--- src/rtl/pld_pkg.sv ---
// Package for the port load watchdog: field widths, register indexes,
// limits and the sequencer state type. Depends on nothing.
package pld_pkg;

  localparam int PORT_W  = 4;
  localparam int VOLT_W  = 16;
  localparam int CURR_W  = 14;
  localparam int PW      = 17;
  localparam int PROD_W  = VOLT_W + CURR_W;
  localparam int DIV_W   = PROD_W;
  localparam int DVS_W   = 14;
  localparam int WLEN_W  = 9;
  localparam int THR_W   = 17;
  localparam int MASK_W  = 8;
  localparam int CFG_AW  = 5;
  localparam int REG_W   = 3;

  localparam logic [DVS_W-1:0]  POWER_DIV   = 14'd10000;
  localparam logic [WLEN_W-1:0] WIN_MIN     = 9'd15;
  localparam logic [WLEN_W-1:0] WIN_MAX     = 9'd300;
  localparam logic [THR_W-1:0]  THR_DEFAULT = 17'd1000;
  localparam logic [THR_W-1:0]  THR_MAX     = 17'd100000;

  localparam int NUM_PORTS_DEF    = 8;
  localparam int WINDOW_DEPTH_DEF = 512;
  localparam int RECORD_LEN_DEF   = 10;

  localparam logic [REG_W-1:0] REG_WINDOW_LEN  = 3'd0;
  localparam logic [REG_W-1:0] REG_THRESHOLD   = 3'd1;
  localparam logic [REG_W-1:0] REG_RECORD_EN   = 3'd2;
  localparam logic [REG_W-1:0] REG_AUTO_MODE   = 3'd3;
  localparam logic [REG_W-1:0] REG_ENABLE_MASK = 3'd4;

  typedef enum logic [9:0] {
    S_IDLE = 10'b0000000001,
    S_MULP = 10'b0000000010,
    S_DIVP = 10'b0000000100,
    S_WR   = 10'b0000001000,
    S_DIVR = 10'b0000010000,
    S_SUM  = 10'b0000100000,
    S_MULT = 10'b0001000000,
    S_DIVA = 10'b0010000000,
    S_EVAL = 10'b0100000000,
    S_DONE = 10'b1000000000
  } state_e;

endpackage

--- src/rtl/pld_div.sv ---
// Bit-serial restoring divider, one quotient bit per cycle.
// Depends on pld_pkg for the operand widths.
module pld_div import pld_pkg::*; (
  input  logic             clk_i,
  input  logic             rst_ni,
  input  logic             start_i,
  input  logic [DIV_W-1:0] dividend_i,
  input  logic [DVS_W-1:0] divisor_i,
  output logic             busy_o,
  output logic [DIV_W-1:0] quot_o
);
  localparam int CW = $clog2(DIV_W + 1);

  logic [DVS_W-1:0] rem_q, dvs_q;
  logic [DIV_W-1:0] quo_q;
  logic [CW-1:0]    cnt_q;
  logic             busy_q;
  logic [DVS_W:0]   trial, diff;
  logic             ge;

  assign trial = {rem_q, quo_q[DIV_W-1]};
  assign ge    = trial >= {1'b0, dvs_q};
  assign diff  = trial - {1'b0, dvs_q};

  always_ff @(posedge clk_i or negedge rst_ni) begin
    if (!rst_ni) begin
      rem_q  <= '0;
      dvs_q  <= '0;
      quo_q  <= '0;
      cnt_q  <= '0;
      busy_q <= 1'b0;
    end else if (start_i) begin
      rem_q  <= '0;
      dvs_q  <= divisor_i;
      quo_q  <= dividend_i;
      cnt_q  <= CW'(DIV_W);
      busy_q <= 1'b1;
    end else if (busy_q) begin
      rem_q <= ge ? diff[DVS_W-1:0] : trial[DVS_W-1:0];
      quo_q <= {quo_q[DIV_W-2:0], ge};
      cnt_q <= cnt_q - CW'(1);
      if (cnt_q == CW'(1)) begin
        busy_q <= 1'b0;
      end
    end
  end

  assign busy_o = busy_q;
  assign quot_o = quo_q;
endmodule

--- config.mk ---
export PLATFORM = sky130hd
export DESIGN_NAME = pld_div
export DESIGN_NICKNAME = d
export VERILOG_FILES = /design/src/rtl/pld_pkg.sv /design/src/rtl/pld_div.sv
export SDC_FILE = /design/constraint.sdc
export NUM_CORES = 1
export LEC_CHECK = 0
export BUFFER_PORTS_ARGS = -buffer_cell sky130_fd_sc_hd__buf_2
export CAP_MARGIN = 0
export CORE_MARGIN = 2
export CORE_UTILIZATION = 55
export DETAILED_ROUTE_END_ITERATION = 10
export HOLD_SLACK_MARGIN = 0.06
export PLACE_DENSITY = 0.89
export SLEW_MARGIN = 30
export SYNTH_ARGS = -nofsm -noshare
export SYNTH_HDL_FRONTEND = slang
export SYNTH_SLANG_ARGS = --single-unit
--- constraint.sdc ---
create_clock -name clk_i -period 2.8 [get_ports clk_i]
set_input_delay 0.14 -clock clk_i [delete_from_list [all_inputs] [get_ports clk_i]]
set_output_delay 0.14 -clock clk_i [all_outputs]
set_load 0.03 [all_outputs]
==> qor.yml, run 1 <==
run_status:
  status: "finished, final reports clean"
route:
  totalWireLength_um: 11100
  postRouteAntennaNets: 0
  drt_first_iter_violations: 254
  viasPerCell: 6.00
  drt_drc_violations_left: 0
  num_vias: 3599
  first_pass_iters: 5
  routedWlPerCell_um: 18.5
die:
  coreArea_sq_um: 6720
  io_pins: 78
  fp.dieW_um: 86.9
  die_area_sq_um: 7550
  die_y_um: 86.9
  start_util_pct: 56.3
  fp-row-count: 30
setup_path:
  worstPathArrival_ns: 2.72
  critPathLaunchType: "flop"
  required_ns: 3.02
  cp_slowest_cell: "o41a_1"
  end_kind: "flop"
  path_cells: "ha_1 -> a21o_1 -> a211oi_2 -> o41a_1 -> nand2_2 -> o311a_1"
  worst-path-stages: 6
  cp_top_family: "compound AO/OA/AOI/OAI gates"
  cp_max_fo: 10
  critPathKind: "flop to flop"
  worst-path-buf-inv: 0
  critical-path-max-stage-delay_ns: 0.48
  reg2reg_depth: 6
layout:
  nFillCells: 462
  area_growth_pct: 29.4
  fin_area_sq_um: 4890
  layout.nets: 579
  drive_gt1_share_pct: 22.1
  num_antenna_cells: 0
placed_design:
  io_buffers: 77
  hpwl_um: 6100
  placed_area_sq_um: 4190
  place_congestion: 0.925
global_routing:
  grt_max_degree: 43
  grt_pass1_wl_um: 18000
  antenna_found_initial: 0
  grt_use_total_pct: 30.9
  grt_pass1_vias: 3695
  gr-total-overflow: 0
clocking:
  clock_latency_ns: 0.35
  cts.path.max_buffers: 2
  cts-root-buf: "clkbuf_8"
  cts.clk_slew.worst_paths_ns: 0.08
  cts_resized: 0
  numCtsBuffers: 9
  cts_tree: "yes"
  h-tree-depth: 3
  cts_sinks: 64
synth:
  syn_area_per_cell_sq_um: 9.55
  netlist_instances: 396
  synth_edf_count: 0
  ys_seq_elements: 64
  async_reset_ff_share_pct: 100
  synth_top_cell_area_share_pct: 42.4
  yosysUniqueCellTypes: 61
  synthTopCellsByArea: "dfrtp_1, mux2i_1, o21ai_0"
  synthFlopType: "dfrtp_1"
  yosysSeqAreaShare_pct: 42.4
  yosysWarnings: 0
  syn-cell-area_sq_um: 3780
  syn_nets: 460
  synth_top_area_cell: "dfrtp_1"
sta:
  setup_violations: 0
  hold_viol_final: 0
  fmax_ghz: 0.401
  period_needed_ns: 2.49
  slew_headroom_pct: 52.3
  finClkSkew_ns: 0.0181
  tightestPinTransition_ns: 0.715
  fin_crit_sh_pct: 89.0
  setup_tns_ns: 0
  rsz0062_at_grt: "no"
  final-max-slew-violation-count: 0
pwr:
  leakage_nw: 2.54
  ir_drop_mv: 0.451
  p_per_area_nw_per_um2: 778
job:
  max_cap_violations: 0
min_path:
  hold_path.class: "input port to asynchronous set/reset pin"
[stage by stage]
step | total power [mW] | hold WS [ns] | utilization, % | worst slack [ns] | cells
2_1_floorplan | 2.33 | -0.156 | - | 0.645 | 396
3_5_place_dp | 2.67 | 0.144 | 62.4 | 0.338 | 539
4_1_cts | 3.73 | 0.325 | 72.8 | 0.331 | 600
5_1_grt | 4.01 | 0.343 | 72.8 | 0.197 | 600
3_3_place_gp | 2.62 | 0.135 | 62.4 | 0.449 | 539
6_report | 3.80 | 0.299 | 72.8 | 0.308 | 600
[synthesized netlist by cell type (all sizes together) (8+ instances only)]
master,count
dfrtp,64
nand2,56
o21ai,52
mux2i,30
nor2,22
inv,19
ha,16
clkbuf,14
a21oi,12
buf,10
nand2b,8
[cell usage in the layout, fill, tap and decap left out, types with 5 or more instances in the layout]
| cell | Yosys | layout |
|---|---|---|
| a311oi_1 | 5 | 5 |
| o21ai_1 | 6 | 6 |
| mux2i_1 | 30 | 30 |
| clkbuf_8 | 0 | 10 |
| buf_4 | 1 | 10 |
| buf_2 | 1 | 77 |
| inv_1 | 19 | 19 |
| xnor2_1 | 7 | 7 |
| dlygate4sd3_1 | 0 | 45 |
| nand2b_1 | 8 | 8 |
| ha_1 | 16 | 16 |
| o21ai_0 | 46 | 46 |
| a21o_1 | 7 | 7 |
| a21oi_1 | 11 | 11 |
| nand2_1 | 53 | 53 |
| dfrtp_1 | 64 | 63 |
| nor2_1 | 22 | 22 |
| nand3_1 | 7 | 7 |
[worst paths after layout]
kind                                start         end  slack [ns]
worst max-delay path            rem_q[11]    rem_q[7]        0.31
worst min-delay path               rst_ni    rem_q[8]        0.30
worst max register to register  rem_q[11]    rem_q[7]        0.31
worst min register to register  dvs_q[11]   dvs_q[11]        0.53
max in group asynchronous          rst_ni      busy_o        1.53
min in group clk_i                start_i  quot_o[13]        0.35
[metal layers]
layer / wire length (um) / GRT usage [%]
met1: 4480 / 36.8
met4: 330 / 12.6
met2: 5590 / 53.6
met5: 0 / 0
met3: 712 / 7.30
[power breakdown]
group          internal, mW  switching [mW]
Combinational         0.655           0.919
Clock                 0.621           0.418
Sequential             1.07           0.126
[flip-flops by register name, indices dropped and copies added, names as in the netlist]
register,flops
busy_o,1
cnt_q,5
dvs_q,14
quot_o,30
rem_q,14
[kinds of logic (layout without fill, tap and decap cells)]
family | count (synthesis) | in the layout | synth area share [%]
AND/OR/NAND/NOR | 117 | 117 | 15.0
multiplexers | 31 | 31 | 8.24
AO/OA/AOI/OAI | 113 | 113 | 20.1
adder cells (fa/ha/maj) | 17 | 17 | 5.82
XOR/XNOR | 11 | 11 | 2.55
buffers and inverters | 43 | 167 | 5.92
flip-flops | 64 | 64 | 42.4
[repair_timing]
action | 4_1_cts | 5_1_grt
hold endpoints to repair | 66 | 0
hold buffers | 45 | 0
setup buffers | 0 | 0
endpoints found under the setup margin | 0 | 0
[final cells by class]
cell class / count / area, sq um / area share [%]
Clock inverter: 6 / 115 / 2.35
Inverter: 19 / 71.3 / 1.46
Sequential cell: 64 / 1600 / 32.8
Timing Repair Buffer: 132 / 911 / 18.6
Multi-Input combinational cell: 289 / 1960 / 40.0
Clock buffer: 10 / 138 / 2.81
Tap cell: 80 / 100 / 2.05
Note: power is estimated with default switching activity, not from simulation.
==> inputs of run 2 (changes only) <==
==> constraint.sdc (replaced) <==
create_clock -name clk_i -period 2.8 [get_ports clk_i]
set_input_delay 0.14 -clock clk_i [delete_from_list [all_inputs] [get_ports clk_i]]
set_output_delay 0.14 -clock clk_i [all_outputs]
set_load 0.01 [all_outputs]
==> qor.yml, run 2 (synthesized netlist as in run 1, its figures left out) <==
clocking:
  cts_tree: "yes"  # unchanged
  cts-root-buf: "clkbuf_8"  # unchanged
  cts.path.max_buffers: 2  # unchanged
  h-tree-depth: 3  # unchanged
  cts_resized: 0  # unchanged
  numCtsBuffers: 9  # unchanged
  cts.clk_slew.worst_paths_ns: 0.07  # was 0.08 ns
  cts_sinks: 64  # unchanged
  clock_latency_ns: 0.36  # was 0.35 ns
min_path:
  min-delay-start: "dividend_i[28]"
  hold_path.class: "input port to flop"  # was input port to asynchronous set/reset pin
  min_delay_worst_endpoint: "quot_o[28]"
  holdPathStages: 3
sta:
  fin_crit_sh_pct: 90.0  # was 89.0%
  final-max-slew-violation-count: 0  # unchanged
  setup_violations: 0  # unchanged
  period_needed_ns: 2.52  # was 2.49 ns
  slew_headroom_pct: 55.3  # was 52.3%
  rsz0062_at_grt: "no"  # unchanged
  setup_slack_ns: 0.279  # was 0.308 ns
  finClkSkew_ns: 0.0153  # was 0.0181 ns
  fmax_ghz: 0.397  # was 0.401 GHz
  tightestPinTransition_ns: 0.670  # was 0.715 ns
  hold_viol_final: 0  # unchanged
  setup_tns_ns: 0  # unchanged
die:
  fp.dieW_um: 86.9  # unchanged
  io_pins: 78  # unchanged
  fp-row-count: 30  # unchanged
  start_util_pct: 56.3  # unchanged
  die_y_um: 86.9  # unchanged
  die_area_sq_um: 7550  # unchanged
  coreArea_sq_um: 6720  # unchanged
global_routing:
  grt_use_total_pct: 31.0  # was 30.9%
  antenna_found_initial: 0  # unchanged
  grt_max_degree: 43  # unchanged
  grt_pass1_wl_um: 17900  # was 18,000 um
  grt_pass1_vias: 3722  # was 3,695
  gr-total-overflow: 0  # unchanged
layout:
  largest_register_ffs: 30  # unchanged
  fin_area_sq_um: 4890  # about the same
  layout.nets: 579  # unchanged
  final_cells: 600  # unchanged
  num_antenna_cells: 0  # unchanged
  final_common_cell: "buf_2"  # unchanged
  nFillCells: 440  # was 462
  drive_gt1_share_pct: 22.3  # was 22.1%
  fin_util_pct: 72.8  # about the same
  final_cell_mix: "buf_2, dfrtp_1, nand2_1"  # unchanged
  area_growth_pct: 29.4  # about the same
pwr:
  p_per_area_nw_per_um2: 760  # was 778 nW/um^2
  leakage_nw: 2.54  # about the same
  ir_drop_mv: 0.484  # was 0.451 mV
route:
  postRouteAntennaNets: 0  # unchanged
  first_pass_iters: 5  # unchanged
  viasPerCell: 5.99  # was 6.00
  routedWlPerCell_um: 18.0  # was 18.5 um
  totalWireLength_um: 10800  # was 11,100 um
  drt_first_iter_violations: 317  # was 254
  num_vias: 3596  # was 3,599
  drt_drc_violations_left: 0  # unchanged
setup_path:
  worstPathArrival_ns: 2.74  # was 2.72 ns
  reg2reg_from: "rem_q[11]"  # unchanged
  worst-path-buf-inv: 0  # unchanged
  end_kind: "flop"  # unchanged
  critPathLaunchType: "flop"  # unchanged
  critical-path-max-stage-delay_ns: 0.48  # about the same
  cp_max_fo: 10  # unchanged
  cp_top_family: "compound AO/OA/AOI/OAI gates"  # unchanged
  cp_slowest_cell: "o41a_1"  # unchanged
  reg2reg_depth: 6  # unchanged
  critPathKind: "flop to flop"  # unchanged
  r2r-end: "rem_q[1]"  # was rem_q[7]
  worst-path-stages: 6  # unchanged
  r2r_slack_ns: 0.28  # was 0.31 ns
  path_cells: "ha_1 -> a21o_1 -> a211oi_2 -> o41a_1 -> nand3_1 -> a311oi_1"  # was ha_1 -> a21o_1 -> a211oi_2 -> o41a_1 -> nand2_2 -> o311a_1
  required_ns: 3.02  # about the same
placed_design:
  place_ws_ns: 0.350  # was 0.338 ns
  io_buffers: 77  # unchanged
  placed_area_sq_um: 4200  # was 4190 sq um
  place_congestion: 0.910  # was 0.925
  hpwl_um: 6300  # was 6100 um
  dp_cells: 540  # was 539
run_status:
  status: "finished, final reports clean"  # unchanged
job:
  max_cap_violations: 0  # unchanged
run 2: cell count changes in the layout (fill, tap and decap cells not counted):
cell / before / now
buf_4: 10 / 11
dlygate4sd3_1: 45 / 44
run 2: worst max path at each step:
stage / slack, ns / end / from
CTS: 0.33 / rem_q[7] / rem_q[11]
floorplan: 0.67 / rem_q[5] / rem_q[5]
finish: 0.28 / rem_q[1] / rem_q[11]
global route: 0.19 / rem_q[11] / rem_q[5]
global placement: 0.45 / rem_q[5] / rem_q[11]
detailed placement: 0.35 / rem_q[7] / rem_q[11]
run 2: worst register-to-register path, cell delays in order, from the launching register on:
cell      delay [ns]
dfrtp_1         0.41
ha_1            0.42
a21o_1          0.21
a211oi_2        0.32
o41a_1          0.48
nand3_1         0.18
a311oi_1        0.38
run 2: metrics by stage:
stage	hold slack (ns)	power (mW)
after detailed placement	0.153	2.61
final	0.0923	3.72
after global routing	0.0822	3.94
after global placement	0.135	2.55
after floorplan	-0.156	2.27
after CTS	0.0639	3.67
run 2: report_power, final:
part	internal, mW	switching, mW	leakage, nW
logic	0.655	0.853	1.63
clock network	0.620	0.398	0.123
registers	1.07	0.126	0.781
total	2.34	1.38	2.54
run 2: area by class of cell:
class	instances	area, sq um	area share, %
clock buffer	10	138	2.81
clock inverter	6	115	2.35
inverter	19	71.3	1.46
multi-input combinational	289	1960	40.0
sequential	64	1600	32.8
tap	80	100	2.05
timing repair buffer	132	908	18.6
run 2: repair_timing:
item,in CTS,in global routing
hold buffers,44,0
hold endpoints to repair,65,0
buffers inserted,0,0
run 2: layer usage:
layer  vias to the layer above  GRT usage (%)  routed length [um]
met5                         -              0                   0
li1                       1656              -                   -
met2                       156           52.3                5390
met1                      1746           36.8                4240
met4                         0           19.5                 573
met3                        38           5.02                 573
==> inputs of run 3 (changes only) <==
Settings changed: CORE_UTILIZATION 55 to 57, CTS_BUF_LIST set to sky130_fd_sc_hd__clkbuf_8, PLACE_DENSITY 0.89 to 0.92.
==> qor.yml, run 3 (synthesized netlist as in run 1, its figures left out) <==
pwr:
  p_per_area_nw_per_um2: 751  # was 760 nW/um^2
  ir_drop_mv: 0.469  # was 0.484 mV
  leakage_nw: 2.53  # was 2.54 nW
  power_switching_mw: 1.41  # was 1.38 mW
  seqPwrFrac_pct: 32.8  # was 32.1%
  clock_power_share_pct: 25.9  # was 27.4%
  switching_share_pct: 38.6  # was 37.0%
  p_int_mw: 2.24  # was 2.34 mW
  power_frac_comb_pct: 41.4  # was 40.5%
route:
  postRouteAntennaNets: 0  # unchanged
  top_layer_used: "met4"  # unchanged
  totalWireLength_um: 11200  # was 10,800 um
  routedWlPerCell_um: 18.9  # was 18.0 um
  first_pass_iters: 6  # was 5
  viasPerCell: 6.08  # was 5.99
  drt_first_iter_violations: 301  # was 317
  wl_met3_um: 679  # was 573 um
  drt_drc_violations_left: 0  # unchanged
  wl_met2_um: 5840  # was 5390 um
  drt-met1-wl_um: 4330  # was 4240 um
  num_vias: 3624  # was 3,596
clocking:
  h-tree-depth: 3  # unchanged
  cts_resized: 0  # unchanged
  numCtsBuffers: 9  # unchanged
  cts_tree: "yes"  # unchanged
  clock_latency_ns: 0.36  # about the same
  postCtsSetupRepairBufs: 0  # unchanged
  cts.clk_slew.worst_paths_ns: 0.09  # was 0.07 ns
  cts_sinks: 64  # unchanged
  cts.path.max_buffers: 2  # unchanged
  cts-root-buf: "clkbuf_8"  # unchanged
die:
  die_y_um: 85.4  # was 86.9 um
  die_area_sq_um: 7300  # was 7550 sq um
  coreArea_sq_um: 6390  # was 6720 sq um
  fp.dieW_um: 85.4  # was 86.9 um
  io_pins: 78  # unchanged
  start_util_pct: 59.2  # was 56.3%
  fp-row-count: 29  # was 30
global_routing:
  antenna_found_initial: 0  # unchanged
  grt_pass1_wl_um: 18200  # was 17,900 um
  grt_max_degree: 61  # was 43
  grt_use_total_pct: 32.1  # was 31.0%
  gr-total-overflow: 0  # unchanged
  grt_pass1_vias: 3645  # was 3,722
setup_path:
  worstPathArrival_ns: 2.71  # was 2.74 ns
  path_cells: "ha_1 -> a21oi_1 -> o21ai_1 -> a31o_1 -> o211a_1 -> o41ai_1 -> a31oi_1"  # was ha_1 -> a21o_1 -> a211oi_2 -> o41a_1 -> nand3_1 -> a311oi_1
  required_ns: 2.99  # was 3.02 ns
  cp_slowest_cell: "o41ai_1"  # was o41a_1
  cp_max_fo: 13  # was 10
  end_kind: "flop"  # unchanged
  critPathLaunchType: "flop"  # unchanged
  critical-path-max-stage-delay_ns: 0.46  # was 0.48 ns
  critPathKind: "flop to flop"  # unchanged
sta:
  rsz0062_at_grt: "no"  # unchanged
  finClkSkew_ns: 0.0140  # was 0.0153 ns
  fin_crit_sh_pct: 89.9  # was 90.0%
  tightestPinTransition_ns: 0.794  # was 0.670 ns
  setup_tns_ns: 0  # unchanged
  final-max-slew-violation-count: 0  # unchanged
  hold_viol_final: 0  # unchanged
  slew_headroom_pct: 47.0  # was 55.3%
  fmax_ghz: 0.397  # about the same
  period_needed_ns: 2.52  # about the same
  setup_violations: 0  # unchanged
job:
  max_cap_violations: 0  # unchanged
layout:
  largest_register_ffs: 30  # unchanged
  final_cell_mix: "buf_2, dfrtp_1, nand2_1"  # unchanged
  num_antenna_cells: 0  # unchanged
  fin_area_sq_um: 4860  # was 4890 sq um
  area_growth_pct: 28.5  # was 29.4%
  layout.nets: 578  # was 579
  fin_util_pct: 76.1  # was 72.8%
  final_common_cell: "buf_2"  # unchanged
  multi_input_area_sq_um: 1960  # unchanged
  drive_gt1_share_pct: 22.0  # was 22.3%
  ff_latch_area_sq_um: 1600  # unchanged
  nFillCells: 408  # was 440
run_status:
  status: "finished, final reports clean"  # unchanged
placed_design:
  placed_area_sq_um: 4180  # was 4200 sq um
  place_congestion: 0.879  # was 0.910
  io_buffers: 77  # unchanged
  hpwl_um: 6410  # was 6300 um
min_path:
  hold_path.class: "input port to asynchronous set/reset pin"  # was input port to flop
[run 3: critical path: cells and delay by family, from the launching register on]
| family | cells | cell delay, ns |
|---|---|---|
| AO/OA/AOI/OAI | 6 | 1.56 |
| flip-flops | 1 | 0.41 |
| adder cells (fa/ha/maj) | 1 | 0.39 |
[run 3: power by group through the flow]
stage               clock (mW)  combinational [mW]  sequential, mW
floorplan                    0                1.08            1.19
global placement             0                1.34            1.19
detailed placement           0                1.40            1.20
CTS                      0.929                1.46            1.19
global route             0.991                1.64            1.21
finish                   0.945                1.51            1.20
[run 3: layout make-up]
class | instances | area share [%]
clock buffer | 10 | 2.83
timing repair buffer | 131 | 18.6
tap | 77 | 1.98
multi-input combinational | 289 | 40.3
clock inverter | 6 | 1.88
inverter | 19 | 1.47
sequential | 64 | 33.0
[run 3: worst paths after layout]
path                           from          to  slack (ns)  depth (start not counted)
min in group clk_i          start_i  quot_o[13]        0.35                          3
min reg2reg                dvs_q[0]    dvs_q[0]        0.53                          1
max                        rem_q[5]    rem_q[6]        0.28                          7
max in group asynchronous    rst_ni      busy_o        1.87                          3
max reg2reg                rem_q[5]    rem_q[6]        0.28                          7
min                          rst_ni  quot_o[28]        0.24                          2
[run 3: stage by stage]
step	instances	worst slack (ns)	hold slack (ns)	power (mW)
6_report	596	0.282	0.236	3.65
5_1_grt	596	0.111	0.279	3.84
4_1_cts	596	0.309	0.257	3.58
3_5_place_dp	535	0.323	0.0931	2.60
3_3_place_gp	535	0.456	0.0963	2.53
2_1_floorplan	396	0.674	-0.156	2.27
[run 3: per-layer routing]
metal  up-vias  track usage, %
met5         -               0
met2       194            55.2
met3        40            4.96
met1      1738            38.6
li1       1652               -
met4         0            17.0
[run 3: timing repair]
item	in CTS	in global routing
hold buffers	45	0
hold endpoints to repair	61	0
endpoints found under the setup margin	0	0
